## src/design/bds_pkg.sv

```systemverilog
`default_nettype none
// ----------------------------------------------------------------------------
// bds_pkg
// Shared types and constants of the 2x2 box downsampler.
// ----------------------------------------------------------------------------
package bds_pkg;

  localparam int PIXEL_W    = 32;
  localparam int CFG_DATA_W = 12;
  localparam int CFG_IDX_W  = 2;

  // each byte lane shifted right by two keeps six bits
  localparam logic [PIXEL_W-1:0] LANE_MASK = 32'h3F3F3F3F;

  localparam logic [CFG_DATA_W-1:0] WIDTH_RESET  = 12'd320;
  localparam logic [CFG_DATA_W-1:0] HEIGHT_RESET = 12'd240;

  // configuration register indexes
  localparam logic [CFG_IDX_W-1:0] CFG_SOURCE_WIDTH  = 2'd0;
  localparam logic [CFG_IDX_W-1:0] CFG_SOURCE_HEIGHT = 2'd1;

  // position of the pixel under the scan counters
  typedef struct packed {
    logic col_odd;
    logic row_odd;
    logic frame_last;
  } scan_t;

endpackage
`default_nettype wire

```

## src/design/bds_scan.sv

```systemverilog
`default_nettype none
// ----------------------------------------------------------------------------
// bds_scan
// Frame geometry registers and the column / row scan counters.
// ----------------------------------------------------------------------------
module bds_scan #(
  parameter int MAX_WIDTH  = 2048,
  parameter int MAX_HEIGHT = 2048
) (
  input  wire                               clk,
  input  wire                               rst,
  input  wire                               cfg_write,
  input  wire  [bds_pkg::CFG_IDX_W-1:0]     cfg_index,
  input  wire  [bds_pkg::CFG_DATA_W-1:0]    cfg_data,
  input  wire                               advance,
  output logic [$clog2(MAX_WIDTH)-1:0]      col,
  output bds_pkg::scan_t                    info
);
  import bds_pkg::*;

  localparam int CW  = $clog2(MAX_WIDTH);
  localparam int RW  = $clog2(MAX_HEIGHT);
  localparam int WDW = ($clog2(MAX_WIDTH + 1) > CFG_DATA_W) ?
                       $clog2(MAX_WIDTH + 1) : CFG_DATA_W;
  localparam int HDW = ($clog2(MAX_HEIGHT + 1) > CFG_DATA_W) ?
                       $clog2(MAX_HEIGHT + 1) : CFG_DATA_W;

  logic [CFG_DATA_W-1:0] source_width;
  logic [CFG_DATA_W-1:0] source_height;
  logic [RW-1:0]         row;
  logic [CW-1:0]         col_next;
  logic [RW-1:0]         row_next;

  logic [WDW-1:0] w_raw, w_eff, last_col, col_ext;
  logic [HDW-1:0] h_raw, h_eff, last_row, row_ext;
  logic           col_wrap, row_wrap;

  assign w_raw   = WDW'(source_width);
  assign h_raw   = HDW'(source_height);
  assign col_ext = WDW'(col);
  assign row_ext = HDW'(row);

  // clamp the geometry to the legal range
  always_comb begin
    priority if (w_raw < WDW'(2)) begin
      w_eff = WDW'(2);
    end else if (w_raw > WDW'(MAX_WIDTH)) begin
      w_eff = WDW'(MAX_WIDTH);
    end else begin
      w_eff = w_raw;
    end
    priority if (h_raw < HDW'(2)) begin
      h_eff = HDW'(2);
    end else if (h_raw > HDW'(MAX_HEIGHT)) begin
      h_eff = HDW'(MAX_HEIGHT);
    end else begin
      h_eff = h_raw;
    end
  end

  // last odd column and row that complete a 2x2 block
  assign last_col = {w_eff[WDW-1:1], 1'b0} - WDW'(1);
  assign last_row = {h_eff[HDW-1:1], 1'b0} - HDW'(1);

  assign col_wrap = (col_ext + WDW'(1)) >= w_eff;
  assign row_wrap = (row_ext + HDW'(1)) >= h_eff;

  always_comb begin
    col_next = col + CW'(1);
    row_next = row;
    if (col_wrap) begin
      col_next = '0;
      row_next = row_wrap ? '0 : row + RW'(1);
    end
  end

  assign info.col_odd    = col[0];
  assign info.row_odd    = row[0];
  assign info.frame_last = (col_ext == last_col) && (row_ext == last_row);

  always_ff @(posedge clk) begin
    if (rst) begin
      source_width  <= WIDTH_RESET;
      source_height <= HEIGHT_RESET;
      col           <= '0;
      row           <= '0;
    end else if (cfg_write &&
                 (cfg_index == CFG_SOURCE_WIDTH || cfg_index == CFG_SOURCE_HEIGHT)) begin
      // any geometry write restarts the frame
      unique case (cfg_index)
        CFG_SOURCE_WIDTH:  source_width  <= cfg_data;
        CFG_SOURCE_HEIGHT: source_height <= cfg_data;
        default:           source_width  <= source_width;
      endcase
      col <= '0;
      row <= '0;
    end else if (advance) begin
      col <= col_next;
      row <= row_next;
    end
  end

endmodule
`default_nettype wire

```

## config.mk

```make
export PLATFORM = sky130hd
export DESIGN_NAME = bds_scan
export DESIGN_NICKNAME = d
export VERILOG_FILES = /design/src/design/bds_pkg.sv /design/src/design/bds_scan.sv
export SDC_FILE = /design/constraint.sdc
export NUM_CORES = 1
export LEC_CHECK = 0
export BUFFER_PORTS_ARGS = -buffer_cell sky130_fd_sc_hd__buf_2
export CAP_MARGIN = 10
export CORE_ASPECT_RATIO = 1.75
export CORE_MARGIN = 2
export CORE_UTILIZATION = 45
export DETAILED_ROUTE_END_ITERATION = 10
export HOLD_SLACK_MARGIN = 0.06
export SYNTH_ARGS = -nofsm -noshare
export SYNTH_HDL_FRONTEND = slang
export SYNTH_SLANG_ARGS = --single-unit
```

## constraint.sdc

```tcl
create_clock -name clk -period 4.5 [get_ports clk]
set_input_delay 0.675 -clock clk [delete_from_list [all_inputs] [get_ports clk]]
set_output_delay 0.675 -clock clk [all_outputs]
set_load 0.01 [all_outputs]
```

== After elaboration in Yosys (flattened, before gate mapping) ==
Index checks and enable logic that the tools add are counted.

* Bits in registers: 46
* Output and inout bits: 14
* Input port bits: 18
* Latch bits: 0
* ROM bits: 0
* Memories: 0
* RAM bits: 0
* Word-level logic and storage cells: 33

* Multiplexer cells: 6
* Shift-type cells: 0
* Multipliers: 0
* Reduce and logical (&&, ||, !) cells: 8
* Div/mod/pow operators: 0
* Magnitude comparators: 6
* Bitwise operators: 0
* $add $sub $neg: 6
* Eq/ne operators: 3

{| class="wikitable"
|+ Operator list
! operator !! count
|-
| 2-to-1 mux 12 bit || 4
|-
| adder 11 x 1 -> 12 bit (second input constant) || 2
|-
| == test 11 x 12 -> 1 bit || 2
|-
| greater-or-equal comparator 12 bit || 2
|-
| > comparator 12 bit (second input constant) || 2
|-
| less-than comparator 12 x 2 -> 1 bit (second input constant) || 2
|-
| subtractor 12 x 1 -> 12 bit (second input constant) || 2
|-
| adder 11 x 1 -> 11 bit (second input constant) || 2
|-
| 2-to-1 mux 11 bit || 2
|-
| AND reduction 2 bit || 3
|-
| == test 2 x 1 -> 1 bit (second input constant) || 1
|-
| logical AND 1 bit || 2
|-
| zero test 2 bit || 1
|-
| OR reduction 2 bit || 1
|-
| logical OR 1 bit || 1
|}

== Logic depth before layout (Yosys ltp) ==
* Word-level depth: 6
* Depth in mapped cells: 14
* Gate-level depth less buffers: 13

== Worst setup path before layout ==
Ideal clock, no wire load.

* Kind: register -> output
* Start: register source_width[11]
* End: output port info[0] in the netlist's numbering
* Data required time: 3.825 ns
* Setup slack: 0.750 ns
* Arrival time: 3.075 ns
* Buffers on the path: 2
* Stages on the path, launching flop included: 12
* Cell sequence: dfxtp_1 clkbuf_1 nor2_1 a32oi_1 ha_1 clkbuf_1 or2_2 a21oi_1 or4_4 a2111oi_4 o2111ai_1 nor4_2

{| class="wikitable"
|+ RTL lines
! item !! line !! source
|-
| from (decl) || bds_scan.sv:28 || <nowiki>logic [CFG_DATA_W-1:0] source_width;</nowiki>
|-
| from (signal assigned) || bds_scan.sv:91 || <nowiki>CFG_SOURCE_WIDTH: source_width <= cfg_data;</nowiki>
|-
| from (signal assigned) || bds_scan.sv:93 || <nowiki>default: source_width <= source_width;</nowiki>
|-
| to (decl) || bds_scan.sv:17 || <nowiki>output bds_pkg::scan_t info</nowiki>
|}

==> metrics.md <==
| Metric | Value |
|---|---|
| Asr flop ratio synth | 0 |
| DR iter-0 viols | between 200 and 300 |
| Clk slew on worst S/H paths | 0.06 ns |
| Most common cell in the synthesized netlist | nand2_1 |
| CTS tree | built |
| Syn Area/Cell | roughly 7.5 um^2 |
| Final setup violation count | 0 |
| Critical Path AT | 3.70 ns |
| Fmax | 229 MHz |
| Layout area overhead | 9.04% |
| CTS max path bufs | 2 |
| Synth Flop Type | dfxtp_1 |
| VDD IR max | 0.000162 V |
| Setup_tns | 0 ns |
| DR pass1 iterations | 5 |
| CP Launch Type | flip-flop |
| Final ANT Viol Nets | 0 |
| DP HPWL | 9000 um |
| Syn_nets | 558 |
| Share of cells above drive strength 1 | 0.128 |
| CP Class | reg2out |
| Pre-CTS setup slack | 0.469 ns |
| Max-slew violation count | 0 |
| Status | finished, final reports clean |
| CP Data Required Time | 3.83 ns |
| Synth warn | 0 |
| IO Count | 32 |
| Synth unique cells | 68 |
| Tot GR Track Use | 0.253 |
| Total power | 0.948 mW |
| Worst slew margin | 0.461 |
| Die Y | 127 um |
| Post-route cell area | 4210 um^2 |
| RD Place Congestion | 0.978 |
| CP max FO | 11 |
| Vias in the first global route | 3660 |
| Max-cap violations | 0 |
| Root Buffer | clkbuf_16 |
| Vias per cell | 6.01 |
| Synth top cells by count | nand2_1, dfxtp_1, a21oi_1 |
| CP endpoint kind | primary output |
| Worst Hold Class | reg2reg |
| Initial Util | 0.464 |
| Core area | 8310 um^2 |
| Leading post-synthesis cells by cell area | dfxtp_1, ha_1, nand2_1 |
| Cell row count | 44 |
| Worst setup margin | 0.124 ns |
| Sequential element share of the synthesized area | 0.238 |
| RSZ-0062 raised after global routing | false |
| Drt total wl | 11300 um |
| Post-synth EDFFs | 0 |
| Inserted Diodes | 0 |
| Htree depth | 2 |
| Top cell type's share of synthesized area | 0.238 |
| PwrDens | 225 nW/um^2 |
| Largest net degree at the start of global routing | 27 |
| Filler-free cell count of the finished design | between 600 and 700 |
| Number of nets in the layout | 563 |
| DRC | 0 |
| Placed Instances | 625 |
| Clock Latency Late Sink | approximately 0.29 ns |
| DR WL/cell | 17.8 um |
| Post-Synthesis Cells | 512 |
| IO Port Bufs | 31 |
| Min Tclk post-route | 4.38 ns |
| Fin Clk Skew | 0.00327 ns |
| Hold Vio Cnt, Final | 0 |
| Synth area leader | dfxtp_1 |
| Least-Margin Pin Slew | 0.806 ns |
| Initial antenna violation count | 0 |
| Remaining global-route overflow | 0 |
| Die footprint | 9370 um^2 |
| First-pass GRT wire length | between 15000 and 20000 um |
| Flops & latches, synth | 46 |
| Post-Syn Area | 3860 um^2 |
| Dpl cell area | 4060 um^2 |
| Final period utilization | 0.972 |
| Clk sink count | 46 |
| Chip width | 74.0 um |
| Inserted Clock Buffers | 5 |
| Static Leak | 1.75 nW |
| Routed vias | approximately 3800 |
==> cell type report <==
class,count,area [um^2]
clock buffer,6,129
clock inverter,1,7.51
fill,864,4100
inverter,13,48.8
multi-input combinational,409,2720
sequential,46,921
tap,115,144
timing repair buffer,42,238
==> placed cells by master, fill, tap and decap left out, types with 3 or more instances in the layout <==
cell type and count:
xor2_1 17, buf_4 11, a22oi_1 5, and3_1 11
a211oi_1 7, or2_2 5, dfxtp_1 46, a32o_1 5
and2_1 3, mux2i_1 6, a31oi_1 4, a22o_1 5
inv_1 12, o21ai_0 19, buf_2 31, or3_1 3
o221ai_1 3, xnor2_1 18, ha_1 28, a21oi_1 37
nor2b_1 4, nand3b_1 6, nor4_1 11, a21o_1 6
o31ai_1 3, nor3b_1 6, nand3_1 12, nand4_1 9
nor2_1 31, nor3_1 8, nand2b_1 6, clkbuf_16 5
o211ai_1 4, nand2_1 83, o21a_1 3
==> final timing paths <==
check                           depth (start not counted)            start  slack [ns]        to
worst min register to register                          2         h_raw[0]        0.50  h_raw[0]
worst min-delay path                                    2         h_raw[0]        0.50  h_raw[0]
worst max register to register                         13           col[0]        0.73    row[9]
worst max-delay path                                   11  source_width[7]        0.12   info[0]
==> power breakdown <==
part | internal, mW | total (mW) | switching (mW) | leakage [nW]
registers | 0.416 | 0.433 | 0.0164 | 0.373
clock network | 0.203 | 0.357 | 0.154 | 0.0629
logic | 0.0620 | 0.158 | 0.0955 | 1.32
total | 0.681 | 0.948 | 0.266 | 1.75
==> critical path, stage by stage, from the launching register on <==
cell and delay (ns):
dfxtp_1 0.43, nor4_1 0.49, a32oi_2 0.26, ha_1 0.34
nor3b_1 0.20, nand2_1 0.11, nor2_1 0.05, or4_4 0.53
a2111oi_4 0.35, o2111ai_1 0.18, nor4_2 0.30, buf_2 0.19
==> layer usage <==
| metal | track usage | part of all wire | vias up |
|---|---|---|---|
| met1 | 0.297 | 0.39 | 1796 |
| li1 | - | - | 1866 |
| met3 | 0.0238 | 0.038 | 41 |
| met4 | 0.132 | 0.051 | 0 |
| met5 | 0 | 0 | - |
| met2 | 0.440 | 0.53 | 95 |
==> registers in the layout (all words and copies together), names as in the netlist <==
register and cells:
col 11, h_raw 12, row 11, source_width 12
==> kinds of logic after synthesis <==
logic type | Yosys count | share of synthesized area
multiplexers | 7 | 0.0185
AND/OR/NAND/NOR | 209 | 0.271
flip-flops | 46 | 0.238
adder cells (fa/ha/maj) | 28 | 0.0907
AO/OA/AOI/OAI | 130 | 0.242
XOR/XNOR | 35 | 0.0794
buffers and inverters | 57 | 0.0599
==> through the flow <==
step | hold WS (ns) | utilization
after global routing | 0.541 | 0.506
after floorplan | 0.449 | -
after detailed placement | 0.499 | 0.488
after CTS | 0.508 | 0.505
final | 0.498 | 0.506
after global placement | 0.491 | 0.488
==> what timing repair did <==
action | in CTS | in global routing
setup endpoints to repair | 0 | 1
hold buffers | 0 | 0
setup buffers | 0 | 0
resized for setup | 0 | 2
(Power assumes the default switching activity.)
